## config.mk

```make
export PLATFORM = sky130hd
export DESIGN_NAME = smxj_fifo
export DESIGN_NICKNAME = d
export VERILOG_FILES = /design/src/smxj_fifo.sv
export SDC_FILE = /design/constraint.sdc
export NUM_CORES = 1
export LEC_CHECK = 0
export ABC_AREA = 1
export BUFFER_PORTS_ARGS = -buffer_cell sky130_fd_sc_hd__buf_4
export CORE_AREA = 4 4 48 50
export CTS_BUF_LIST = sky130_fd_sc_hd__clkbuf_2 sky130_fd_sc_hd__clkbuf_4 sky130_fd_sc_hd__clkbuf_8
export DETAILED_ROUTE_END_ITERATION = 8
export DIE_AREA = 0 0 52 54
export PLACE_DENSITY = 0.8
export SKIP_CTS_REPAIR_TIMING = 1
export SYNTH_ARGS = -nofsm -noshare
export SYNTH_HDL_FRONTEND = slang
export SYNTH_SLANG_ARGS = --single-unit
export TNS_END_PERCENT = 30
```

## constraint.sdc

```tcl
create_clock -name clk_i -period 1.2 [get_ports clk_i]
set_input_delay 0.36 -clock clk_i [delete_from_list [all_inputs] [get_ports clk_i]]
set_output_delay 0.36 -clock clk_i [all_outputs]
set_load 0.01 [all_outputs]
```

## src/smxj_fifo.sv

```systemverilog
// Small register FIFO used between front and back and on the result side.
// No package dependencies.
`timescale 1ns / 1ps
`default_nettype none

module smxj_fifo #(
  parameter int unsigned WIDTH = 8,
  parameter int unsigned DEPTH = 2
) (
  input  logic             clk_i,
  input  logic             rst_ni,
  input  logic             push_i,
  input  logic [WIDTH-1:0] wdata_i,
  input  logic             pop_i,
  output logic [WIDTH-1:0] rdata_o,
  output logic             empty_o,
  output logic             full_o
);

  localparam int unsigned AW = (DEPTH > 1) ? $clog2(DEPTH) : 1;
  localparam int unsigned CW = $clog2(DEPTH + 1);

  logic [WIDTH-1:0] mem_q [DEPTH];
  logic [AW-1:0]    wptr_q, rptr_q;
  logic [CW-1:0]    cnt_q;
  logic             do_push, do_pop;

  assign empty_o = (cnt_q == '0);
  assign full_o  = (cnt_q == CW'(DEPTH));
  assign do_push = push_i && !full_o;
  assign do_pop  = pop_i && !empty_o;
  assign rdata_o = mem_q[rptr_q];

  always_ff @(posedge clk_i) begin
    if (do_push) begin
      mem_q[wptr_q] <= wdata_i;
    end
  end

  always_ff @(posedge clk_i or negedge rst_ni) begin
    if (!rst_ni) begin
      wptr_q <= '0;
      rptr_q <= '0;
      cnt_q  <= '0;
    end else begin
      if (do_push) begin
        wptr_q <= (wptr_q == AW'(DEPTH - 1)) ? '0 : wptr_q + AW'(1);
      end
      if (do_pop) begin
        rptr_q <= (rptr_q == AW'(DEPTH - 1)) ? '0 : rptr_q + AW'(1);
      end
      if (do_push && !do_pop) begin
        cnt_q <= cnt_q + CW'(1);
      end else if (do_pop && !do_push) begin
        cnt_q <= cnt_q - CW'(1);
      end
    end
  end

endmodule

`default_nettype wire

```

==> flow_summary_export.csv <==
group,metric,value,unit
sta,worst_pin_slew,218,ps
route,drc,0,
sta,finalHoldViolations,0,
clocking,cts.htree.levels,1,
min_path,hold_path_class,"in2reg",
sta,fmax,0.677,GHz
layout,n_antenna_cell,0,
global_routing,antenna_found_initial,0,
synthesis,ys.warnings.count,0,
floorplanning,core.rowCount,16,
sta,maxSlewViolCount,0,
global_routing,gr-total-overflow,0,
route,drtIter0Drc,8,
route,dr.pass1.iters,4,
critical_path,crit_type,"reg2out",
outcome,status,"finished with violations",
critical_path,end_kind,"output port",
sta,fin_setup_tns,-3310,ps
sta,fin_skew,8.14,ps
global_routing,grt.total_usage,12.3,%
pwr,vdd_drop_max,1.47,mV
synthesis,syn_inst,73,
layout,area_growth,55.1,%
floorplanning,die_h,54,um
synthesis,syn-num-nets,86,
route,routedWlPerCell,11.9,um
route,ant_nets,0,
synthesis,synth_seq_cells,20,
run,cap_violations,0,
route,viasPerCell,4.55,
critical_path,arrival,1120,ps
synthesis,synth_area_leaders,"edfxtp_1 (58%), nand2_1 (14%), dfrtp_1 (12%)",
floorplanning,die_w,52,um
synthesis,ys_seq_area_share,70.0,%
floorplanning,io_pins,22,
floorplanning,core_area,1900,um2
synthesis,synth_top_area_share,57.9,%
synthesis,yosys.area.top_type,"edfxtp_1",
pwr,cellLeakagePower,0.588,nW
layout,final_util,67.6,%
critical_path,crit_required,840,ps
route,totalWireLength,1.66,mm
place,dp_hpwl,1.15,mm
layout,finalNetCount,126,
sta,rsz0062_at_grt,"yes",
place,dp_slack,-109,ps
synthesis,syn_area_per_cell,11.4,um2
outcome,failed_checks,"setup timing",
sta,setup_ws,-276,ps
pwr,power_density,2440,nW/um2
place,numPortBuffers,21,
clocking,clkSlewWorstSetupHoldPaths,110,ps
global_routing,grt_pass1_vias,594,
sta,period_needed,1480,ps
clocking,clock-sinks,20,
critical_path,cp_max_fo,9,
synthesis,syn_area,830,um2
clocking,numCtsBuffers,3,
clocking,clockBufferDepth,2,
route,vias,633,
sta,maxSlewHeadroom,85.4,%
critical_path,startpoint_type,"flop",
clocking,clock_latency,290,ps
place,gp_congestion,0.743,
global_routing,grt_max_degree,12,
floorplanning,initial_core_util,43.6,%
synthesis,synth_cell_types,16,
global_routing,grt_pass1_wl,2.48,mm
floorplanning,dieArea,2810,um2
clocking,tritoncts,"done",
layout,drive_above_1_share,54.5,%
sta,setup_viol,20,
clocking,cts_root_buf,"clkbuf_4",
sta,period_share,123,%
[registers in the layout, summed over array words and instances (netlist names)]
| register | flops |
|---|---|
| cnt_q | 2 |
| mem_q | 16 |
| rptr_q | 1 |
| wptr_q | 1 |
[cells in the mapped netlist]
cell,n
buf_2,1
dfrtp_1,4
edfxtp_1,16
ha_1,1
inv_1,6
inv_2,2
nand2_1,32
nand2_2,1
nand3_1,1
nand3b_4,1
nand4_1,1
nor2_1,2
nor2_2,1
nor2_4,1
o21ai_1,2
xnor2_1,1
[cell usage in the layout, fill, tap and decap left out]
master         instances
nand2_1               21
buf_4                 19
edfxtp_1              16
buf_6                 14
nand2_2               12
inv_1                  5
clkbuf_4               4
nor2_4                 3
inv_2                  2
o21ai_1                2
dfrtp_2                2
dfrtp_1                2
buf_12                 2
inv_4                  1
nor2_2                 1
xnor2_1                1
nand3b_4               1
nand3_1                1
nand4_1                1
ha_1                   1
dlygate4sd3_1          1
[power breakdown]
group | leakage, nW | switching [mW] | total (mW) | internal (mW)
logic | 0.375 | 0.794 | 1.73 | 0.932
registers | 0.195 | 0.112 | 1.08 | 0.972
clock network | 0.0184 | 0.182 | 0.334 | 0.152
[final timing paths]
path / cells past startpoint / slack, ps / start / endpoint
worst max-delay path: 4 / -280 / rptr_q$_DFFE_PN0P_ / rdata_o[1]
worst max register to register: 7 / -200 / cnt_q[1]$_DFFE_PN0P_ / cnt_q[1]$_DFFE_PN0P_
worst min-delay path: 1 / 250 / wdata_i[7] / mem_q[1][7]$_DFFE_PP_
min in group asynchronous: 2 / 390 / rst_ni / cnt_q[1]$_DFFE_PN0P_
worst min register to register: 2 / 500 / wptr_q$_DFFE_PN0P_ / wptr_q$_DFFE_PN0P_
max in group asynchronous: 2 / 690 / rst_ni / rptr_q$_DFFE_PN0P_
[per-stage QoR]
stage | power [mW] | area, um2 | hold slack (ps) | std cells
4_1_cts | 2.77 | 1160 | -169 | 135
6_report | 3.14 | 1290 | 247 | 139
3_5_place_dp | 2.43 | 1130 | 163 | 131
2_1_floorplan | 1.71 | 837 | 64.4 | 73
3_3_place_gp | 2.38 | 1130 | 161 | 131
5_1_grt | 3.34 | 1290 | 233 | 139
[routing by layer]
| metal | global-route usage (%) | wire length, um | vias up |
|---|---|---|---|
| met5 | 0 | 0 | - |
| met3 | 2.77 | 128 | 2 |
| met4 | 5.24 | 17 | 0 |
| met1 | 12.9 | 637 | 289 |
| li1 | - | - | 315 |
| met2 | 23.4 | 872 | 27 |
[final cells by class]
class,instances,area (um2)
fillers,138,616
flip-flops and latches,20,583
repair buffers,36,350
multi-input cells,44,256
well taps,27,33.8
inverters,8,32.5
clock buffers,4,30.0
[cells by family after synthesis]
logic type / count (synthesis) / share of synthesized area (%)
AO/OA/AOI/OAI: 2 / 1.21
XOR/XNOR: 1 / 1.06
adder cells (fa/ha/maj): 1 / 1.51
flip-flops: 20 / 70.0
AND/OR/NAND/NOR: 40 / 22.0
buffers and inverters: 9 / 4.22
[worst max-delay path: stages (launching register included)]
cell and delay, ps:
dfrtp_2 450, inv_4 120, nand2_1 80, nand2_2 80, buf_6 100
No activity file was read; power rests on OpenSTA's default activity.
