File: config.mk
export PLATFORM = sky130hd
export DESIGN_NAME = smxj_back
export DESIGN_NICKNAME = d
export VERILOG_FILES = /design/src/smxj_pkg.sv /design/src/smxj_back.sv
export SDC_FILE = /design/constraint.sdc
export NUM_CORES = 2
export LEC_CHECK = 0
export ABC_AREA = 1
export BUFFER_PORTS_ARGS = -buffer_cell sky130_fd_sc_hd__buf_2
export CORE_MARGIN = 3
export CORE_UTILIZATION = 40
export CTS_CLUSTER_DIAMETER = 150
export DETAILED_ROUTE_END_ITERATION = 16
export PLACE_DENSITY_LB_ADDON = 0.08
export REMOVE_ABC_BUFFERS = 1
export SYNTH_ARGS = -nofsm -noshare
export SYNTH_HDL_FRONTEND = slang
export SYNTH_SLANG_ARGS = --single-unit
File: constraint.sdc
create_clock -name clk_i -period 22.3 [get_ports clk_i]
set_input_delay 4.46 -clock clk_i [delete_from_list [all_inputs] [get_ports clk_i]]
set_output_delay 4.46 -clock clk_i [all_outputs]
set_load 0.03 [all_outputs]
File: src/smxj_pkg.sv
// Shared types, constants and tables for the softmax / Jacobian block.
// No dependencies; every other file but smxj_fifo imports it.
`timescale 1ns / 1ps
`default_nettype none

package smxj_pkg;

  localparam int unsigned CAUSE_W = 3;
  localparam int unsigned X_W     = 16;
  localparam int unsigned EXP_W   = 32;
  localparam int unsigned DEN_W   = 36;
  localparam int unsigned Q_W     = 31;
  localparam int unsigned TAYLOR_TERMS = 14;

  localparam logic [DEN_W-1:0] ONE_Q20 = DEN_W'(1) << 20;
  localparam logic [Q_W-1:0]   ONE_Q30 = Q_W'(1) << 30;

  typedef enum logic [2:0] {
    EX_IDLE,
    EX_MUL,
    EX_RCP,
    EX_COR,
    EX_SQ,
    EX_FIN
  } exp_state_e;

  typedef enum logic [2:0] {
    FR_IDLE,
    FR_X0,
    FR_W0,
    FR_X1,
    FR_W1,
    FR_PUSH
  } front_state_e;

  typedef enum logic [3:0] {
    BK_IDLE,
    BK_LD0,
    BK_LD1,
    BK_RD,
    BK_DINIT,
    BK_DIV,
    BK_QWR,
    BK_QK,
    BK_QKL,
    BK_QD,
    BK_MUL,
    BK_EMIT
  } back_state_e;

  // One loaded cause: both exponentials plus how it fits in the evaluation.
  typedef struct packed {
    logic [EXP_W-1:0]   e0;
    logic [EXP_W-1:0]   e1;
    logic [CAUSE_W-1:0] slot;
    logic [CAUSE_W-1:0] n;
    logic               last;
  } mid_t;

  typedef struct packed {
    logic               individual;
    logic [CAUSE_W-1:0] cause_index;
    logic [CAUSE_W-1:0] wrt_cause;
    logic [15:0]        probability;
    logic [14:0]        prob_slope;
    logic [16:0]        log_prob_slope;
    logic               last_result;
  } res_t;

  // Exponential unit handshake.
  typedef struct packed {
    logic             done;
    logic [EXP_W-1:0] e;
  } exp_rsp_t;

  // floor(2^32 / k), k = 1 saturates; one correction step follows.
  function automatic logic [31:0] recip_tab(input logic [3:0] k);
    logic [31:0] r;
    case (k)
      4'd1:    r = 32'hFFFF_FFFF;
      4'd2:    r = 32'h8000_0000;
      4'd3:    r = 32'h5555_5555;
      4'd4:    r = 32'h4000_0000;
      4'd5:    r = 32'h3333_3333;
      4'd6:    r = 32'h2AAA_AAAA;
      4'd7:    r = 32'h2492_4924;
      4'd8:    r = 32'h2000_0000;
      4'd9:    r = 32'h1C71_C71C;
      4'd10:   r = 32'h1999_9999;
      4'd11:   r = 32'h1745_D174;
      4'd12:   r = 32'h1555_5555;
      4'd13:   r = 32'h13B1_3B13;
      4'd14:   r = 32'h1249_2492;
      default: r = 32'h0;
    endcase
    return r;
  endfunction

  // Saturating Q4.12 add.
  function automatic logic signed [X_W-1:0] sat_add(input logic signed [X_W-1:0] a,
                                                    input logic signed [X_W-1:0] b);
    logic signed [X_W:0] s;
    logic signed [X_W-1:0] r;
    s = (X_W+1)'(a) + (X_W+1)'(b);
    if (s > 17'sd32767) begin
      r = 16'sh7FFF;
    end else if (s < -17'sd32768) begin
      r = 16'sh8000;
    end else begin
      r = s[X_W-1:0];
    end
    return r;
  endfunction

endpackage

`default_nettype wire

File: src/smxj_back.sv
// Back: stores exponentials and denominators, divides, emits probability/Jacobian beats.
// Depends on smxj_pkg.
`timescale 1ns / 1ps
`default_nettype none

module smxj_back #(
  parameter int unsigned MAX_CAUSES = 4
) (
  input  logic            clk_i,
  input  logic            rst_ni,
  input  smxj_pkg::mid_t  mid_i,
  input  logic            mid_empty_i,
  output logic            mid_pop_o,
  output logic            res_push_o,
  output smxj_pkg::res_t  res_o,
  input  logic            res_full_i
);
  import smxj_pkg::*;

  localparam int unsigned ST_DEPTH = 2 * MAX_CAUSES;
  localparam int unsigned ST_AW    = $clog2(ST_DEPTH);
  localparam int unsigned QM_AW    = (MAX_CAUSES > 1) ? $clog2(MAX_CAUSES) : 1;

  back_state_e state_q, state_d;

  mid_t               ent_q;
  logic [DEN_W-1:0]   den0_q, den1_q;
  logic               j_q;
  logic [CAUSE_W-1:0] k_q, d_q;
  logic [DEN_W-1:0]   rem_q;
  logic [Q_W-1:0]     nlo_q, quo_q, qk_q, qd_q;
  logic [4:0]         cnt_q;
  logic [61:0]        prod_q;
  logic               diag_q;

  logic [EXP_W-1:0]   st_mem [ST_DEPTH];
  logic [EXP_W-1:0]   st_rd_q;
  logic [Q_W-1:0]     q_mem [MAX_CAUSES];
  logic [Q_W-1:0]     q_rd_q;

  logic               st_we;
  logic [ST_AW-1:0]   st_waddr, st_raddr;
  logic [EXP_W-1:0]   st_wdata;
  logic [QM_AW-1:0]   q_raddr;

  logic [DEN_W-1:0]   den_sel;
  logic [62:0]        num;
  logic [DEN_W:0]     rem2;
  logic               ge;
  logic [CAUSE_W-1:0] n_m1;
  logic [Q_W-1:0]     rest, mul_b;
  logic [15:0]        sl, pk, pd;
  logic [17:0]        lg;
  logic [15:0]        slope;

  assign n_m1     = ent_q.n - CAUSE_W'(1);
  assign den_sel  = j_q ? den1_q : den0_q;
  assign num      = (63'(st_rd_q) << 30) + 63'(den_sel >> 1);
  assign rem2     = {rem_q, nlo_q[Q_W-1]};
  assign ge       = (rem2 >= (DEN_W+1)'(den_sel));
  assign rest     = (qk_q <= ONE_Q30) ? ONE_Q30 - qk_q : '0;
  assign mul_b    = (d_q == k_q) ? rest : q_rd_q;
  assign sl       = 16'((prod_q + (62'(1) << 44)) >> 45);
  assign pk       = 16'((32'(qk_q) + 32'd16384) >> 15);
  assign pd       = 16'((32'(qd_q) + 32'd16384) >> 15);
  assign lg       = diag_q ? 18'(17'd32768) - 18'(pk) : 18'd0 - 18'(pd);
  assign slope    = diag_q ? sl : 16'd0 - sl;

  assign st_we    = (state_q == BK_LD0) || (state_q == BK_LD1);
  assign st_waddr = ST_AW'(ent_q.slot) + ((state_q == BK_LD1) ? ST_AW'(MAX_CAUSES) : '0);
  assign st_wdata = (state_q == BK_LD1) ? ent_q.e1 : ent_q.e0;
  assign st_raddr = ST_AW'(k_q) + (j_q ? ST_AW'(MAX_CAUSES) : '0);
  assign q_raddr  = (state_q == BK_QD) ? QM_AW'(d_q) : QM_AW'(k_q);

  always_ff @(posedge clk_i) begin
    if (st_we) begin
      st_mem[st_waddr] <= st_wdata;
    end
    st_rd_q <= st_mem[st_raddr];
    if (state_q == BK_QWR) begin
      q_mem[QM_AW'(k_q)] <= quo_q;
    end
    q_rd_q <= q_mem[q_raddr];
  end

  // next state
  always_comb begin
    state_d = state_q;
    case (state_q)
      BK_IDLE:  if (!mid_empty_i) state_d = BK_LD0;
      BK_LD0:   state_d = BK_LD1;
      BK_LD1:   state_d = ent_q.last ? BK_RD : BK_IDLE;
      BK_RD:    state_d = BK_DINIT;
      BK_DINIT: state_d = BK_DIV;
      BK_DIV:   if (cnt_q == 5'd0) state_d = BK_QWR;
      BK_QWR:   state_d = (k_q == n_m1) ? BK_QK : BK_RD;
      BK_QK:    state_d = BK_QKL;
      BK_QKL:   state_d = BK_QD;
      BK_QD:    state_d = BK_MUL;
      BK_MUL:   state_d = BK_EMIT;
      BK_EMIT: begin
        if (!res_full_i) begin
          if (d_q != n_m1) begin
            state_d = BK_QD;
          end else if (k_q != n_m1) begin
            state_d = BK_QK;
          end else if (!j_q) begin
            state_d = BK_RD;
          end else begin
            state_d = BK_IDLE;
          end
        end
      end
      default: state_d = BK_IDLE;
    endcase
  end

  // outputs
  always_comb begin
    mid_pop_o            = (state_q == BK_IDLE) && !mid_empty_i;
    res_push_o           = (state_q == BK_EMIT) && !res_full_i;
    res_o.individual     = j_q;
    res_o.cause_index    = k_q;
    res_o.wrt_cause      = d_q;
    res_o.probability    = pk;
    res_o.prob_slope     = slope[14:0];
    res_o.log_prob_slope = lg[16:0];
    res_o.last_result    = j_q && (k_q == n_m1) && (d_q == n_m1);
  end

  always_ff @(posedge clk_i or negedge rst_ni) begin
    if (!rst_ni) begin
      state_q <= BK_IDLE;
      den0_q  <= ONE_Q20;
      den1_q  <= ONE_Q20;
      j_q     <= 1'b0;
      k_q     <= '0;
      d_q     <= '0;
    end else begin
      state_q <= state_d;
      case (state_q)
        BK_LD0: den0_q <= ((ent_q.slot == '0) ? ONE_Q20 : den0_q) + DEN_W'(ent_q.e0);
        BK_LD1: begin
          den1_q <= ((ent_q.slot == '0) ? ONE_Q20 : den1_q) + DEN_W'(ent_q.e1);
          j_q    <= 1'b0;
          k_q    <= '0;
        end
        BK_QWR: k_q <= (k_q == n_m1) ? '0 : k_q + CAUSE_W'(1);
        BK_QKL: d_q <= '0;
        BK_EMIT: begin
          if (!res_full_i) begin
            if (d_q != n_m1) begin
              d_q <= d_q + CAUSE_W'(1);
            end else if (k_q != n_m1) begin
              k_q <= k_q + CAUSE_W'(1);
            end else begin
              j_q <= 1'b1;
              k_q <= '0;
            end
          end
        end
        default: ;
      endcase
    end
  end

  always_ff @(posedge clk_i) begin
    case (state_q)
      BK_IDLE: if (!mid_empty_i) ent_q <= mid_i;
      BK_DINIT: begin
        rem_q <= DEN_W'(num[62:31]);
        nlo_q <= num[30:0];
        cnt_q <= 5'd30;
      end
      BK_DIV: begin
        rem_q <= ge ? DEN_W'(rem2 - (DEN_W+1)'(den_sel)) : rem2[DEN_W-1:0];
        quo_q <= {quo_q[Q_W-2:0], ge};
        nlo_q <= {nlo_q[Q_W-2:0], 1'b0};
        cnt_q <= cnt_q - 5'd1;
      end
      BK_QKL: qk_q <= q_rd_q;
      BK_MUL: begin
        qd_q   <= q_rd_q;
        diag_q <= (d_q == k_q);
        prod_q <= 62'(qk_q) * 62'(mul_b);
      end
      default: ;
    endcase
  end

  // a probability never exceeds one
  assert property (@(posedge clk_i) disable iff (!rst_ni)
    (state_q == BK_QWR) |-> (quo_q <= ONE_Q30))
    else $error("quotient above one");

  // the last division step always hands over to the quotient write
  assert property (@(posedge clk_i) disable iff (!rst_ni)
    (state_q == BK_DIV && cnt_q == 5'd0) |=> (state_q == BK_QWR))
    else $error("divider did not finish");

  // loads never overlap an evaluation
  assert property (@(posedge clk_i) disable iff (!rst_ni)
    mid_pop_o |-> (state_q == BK_IDLE))
    else $error("queue popped while busy");

  // the final beat of an evaluation returns to idle
  assert property (@(posedge clk_i) disable iff (!rst_ni)
    (res_push_o && res_o.last_result) |=> (state_q == BK_IDLE))
    else $error("evaluation did not end after last beat");

endmodule

`default_nettype wire

==> flow_metrics.py <==
metrics = {
    "critical_path": {
        "cp-end-kind": "flip-flop",
        "cp_max_fo": 21,
        "worstRegToRegCells": 35,
        "arrival_ns": 11.84,
        "crit_required_ns": 22.79,
        "r2r_slack_ns": 10.95,
        "r2r_start": "qk_q[8]",
        "crit_path_start": "qk_q[8]",
        "r2r-end": "prod_q[44]",
        "cp_slowest_stage_delay_ns": 1.02,
        "critPathKind": "flip-flop to flip-flop",
        "worstSetupStartpointType": "flip-flop",
        "slowest_stage": "inv_1",
    },
    "global_routing": {
        "grt_pass1_vias": 53070,
        "globalRouteMet1Util_pct": 34.49,
        "grt_use_total_pct": 26.79,
        "grt_max_degree": 84,
        "antenna_found_initial": 5,
        "grt-busiest-layer": "met2",
        "grtUsageMet2_pct": 45.36,
        "gr-total-overflow": 0,
        "gr-usage-met3_pct": 4.449,
        "grt_pass1_wl_um": 345000,
    },
    "clock_tree": {
        "post_cts_resized": 0,
        "clk_pin_slew_ns": 0.08,
        "cts_buffers": 86,
        "root_buffer": "clkbuf_16",
        "cts_setup_buffers": 0,
        "htreeDepth": 3,
        "cts_tree": "built",
        "clock_path_buffers": 3,
        "cts_sinks": 765,
        "worstSkewPairLatency_ns": 0.70,
        "cts_hold_repair.buffers": 0,
    },
    "layout": {
        "syn_to_final_growth_pct": 8.692,
        "fin_nets": 8753,
        "utilization_pct": 44.03,
        "layout_common_cells": "nand2_1 (1358), inv_1 (1174), nor2_1 (1142)",
        "drive_above_1_share_pct": 6.832,
        "layout_commonest_cell": "nand2_1",
        "stdcell_count": 9743,
        "nFillCells": 16360,
    },
    "logic_synthesis": {
        "synth-seq-area-share_pct": 32.59,
        "synth-edff-count": 619,
        "yosysTopAreaCell": "edfxtp_1",
        "ys_ff_latch": 765,
        "syn_inst": 7469,
        "yosysWarnings": 0,
        "synth_area_mm2": 0.06729,
        "ys_types": 71,
        "syn_avg_cell_area_um2": 9.010,
        "synthTopCellsByArea": "edfxtp_1 (28%), fa_1 (25%), nand2_1 (7.6%), ha_1 (6.6%), inv_1 (6.6%)",
        "asyncSetResetFlopFracSynth_pct": 10.85,
        "synthFlopType": "edfxtp_1",
        "synth.top_cell.area_share_pct": 27.62,
    },
    "floorplanning": {
        "initial_core_util_pct": 40.51,
        "die_x_um": 416.2,
        "core_area_mm2": 0.1661,
        "dieHeight_um": 416.2,
        "ios": 133,
        "die-area_mm2": 0.1732,
        "num_rows": 149,
    },
    "routing": {
        "drc": 0,
        "first_pass_iters": 6,
        "vias": 51540,
        "routed_wl_um": 232300,
        "viasPerCell": 5.289,
        "ant_nets": 0,
        "drt_iter0_markers": 3916,
        "wl_per_cell_um": 23.85,
    },
    "timing": {
        "slew_viol_final": 0,
        "setup-tns-final_ns": 0,
        "clock.fmax_mhz": 88.14,
        "hold_viol_final": 0,
        "period_minus_slack_ns": 11.35,
        "worst_pin_slew_ns": 1.257,
        "post-route-period-util_pct": 50.88,
        "relSlewSlack_pct": 16.13,
        "setup_viol": 0,
        "rsz0062_at_grt": "false",
        "fin_skew_ns": 0.03647,
    },
    "min_path": {
        "min_path_cells": 2,
        "min_to": "den1_q[3]",
        "hold_start": "den1_q[3]",
        "min_path_type": "flip-flop to flip-flop",
    },
    "placed_design": {
        "dp_cells": 9583,
        "place.port_buffers": 132,
        "dp_hpwl_um": 171700,
        "gp_congestion": 0.9433,
    },
    "status": {
        "status": "finished, final reports clean",
    },
    "flow_run": {
        "cap_violations": 0,
    },
}
synth_stat cells (all sizes together), types with 3 or more instances:
library cell,number
a2111oi,4
a211oi,4
a21boi,11
a21o,17
a21oi,216
a221oi,3
a31oi,52
and3,4
buf,83
clkbuf,224
clkinv,8
dfrtp,81
dfxtp,63
edfxtp,619
fa,839
ha,357
inv,1214
nand2,1374
nand3,167
nand3b,15
nand4,46
nor2,1171
nor3,50
nor4,20
o211ai,12
o21a,19
o21ai,501
o21bai,17
o22ai,68
o31ai,7
or2,31
xnor2,68
xor2,89
flip-flops by register name, indices dropped and copies added, names as in the netlist, 4 cells and up:
| signal | cells |
|---|---|
| cnt_q | 5 |
| den0_q | 36 |
| den1_q | 36 |
| ent_q | 71 |
| nlo_q | 31 |
| prod_q | 16 |
| q_mem | 124 |
| q_rd_q | 31 |
| qd_q | 17 |
| qk_q | 31 |
| quo_q | 31 |
| rem_q | 36 |
| st_mem | 256 |
| st_rd_q | 32 |
| state_q | 4 |
critical path, delay by kind of cell (launching register included):
kind                     cells  cell delay [ns]
adder cells (fa/ha/maj)      9             4.33
AND/OR/NAND/NOR             14             2.88
buffers and inverters        9             2.34
flip-flops                   1             0.81
AO/OA/AOI/OAI                2             0.44
XOR/XNOR                     1             0.28
layout make-up:
| class | count | area (um2) | share of cell area, % |
|---|---|---|---|
| diodes | 1 | 2.502 | 0.003421 |
| clock buffers | 115 | 2435 | 3.329 |
| multi-input cells | 5175 | 39640 | 54.20 |
| clock inverters | 44 | 380.4 | 0.5200 |
| flip-flops and latches | 765 | 21930 | 29.99 |
| well taps | 2189 | 2739 | 3.745 |
| repair buffers | 232 | 1414 | 1.933 |
| inverters | 1222 | 4596 | 6.283 |
kinds of logic after synthesis:
family	count (synthesis)	share of synthesized area (%)
fa+ha+maj	1196	31.60
xor+xnor	157	2.055
buf+inv	1529	8.763
compound gates	940	7.681
simple gates	2882	17.32
flops	765	32.59
routing by layer:
| metal | share of wire, % | routed length, um |
|---|---|---|
| met1 | 41 | 95210 |
| met2 | 48 | 111600 |
| met3 | 6.7 | 15600 |
| met4 | 4.3 | 9911 |
| met5 | 0.0030 | 7 |
how the worst max path moves through the flow:
stage	to	slack [ns]	cells after the start
CTS	prod_q[54]	11.01	31
global route	prod_q[55]	10.35	38
detailed placement	prod_q[54]	11.06	31
finish	prod_q[44]	10.95	35
floorplan	mid_pop_o	7.84	1
global placement	prod_q[44]	11.17	35
per-stage QoR:
stage          area (um2)  hold WS, ns  worst slack, ns
6_report            73140       0.4822            10.95
5_1_grt             73140       0.5054            10.35
4_1_cts             73140       0.4872            11.01
3_5_place_dp        70330       0.4726            11.06
3_3_place_gp        70330       0.4518            11.17
2_1_floorplan       65990       0.4086            7.837
Power is not shown: default switching activity piles up to over one toggle a cycle in this logic, so the estimate is an artifact.
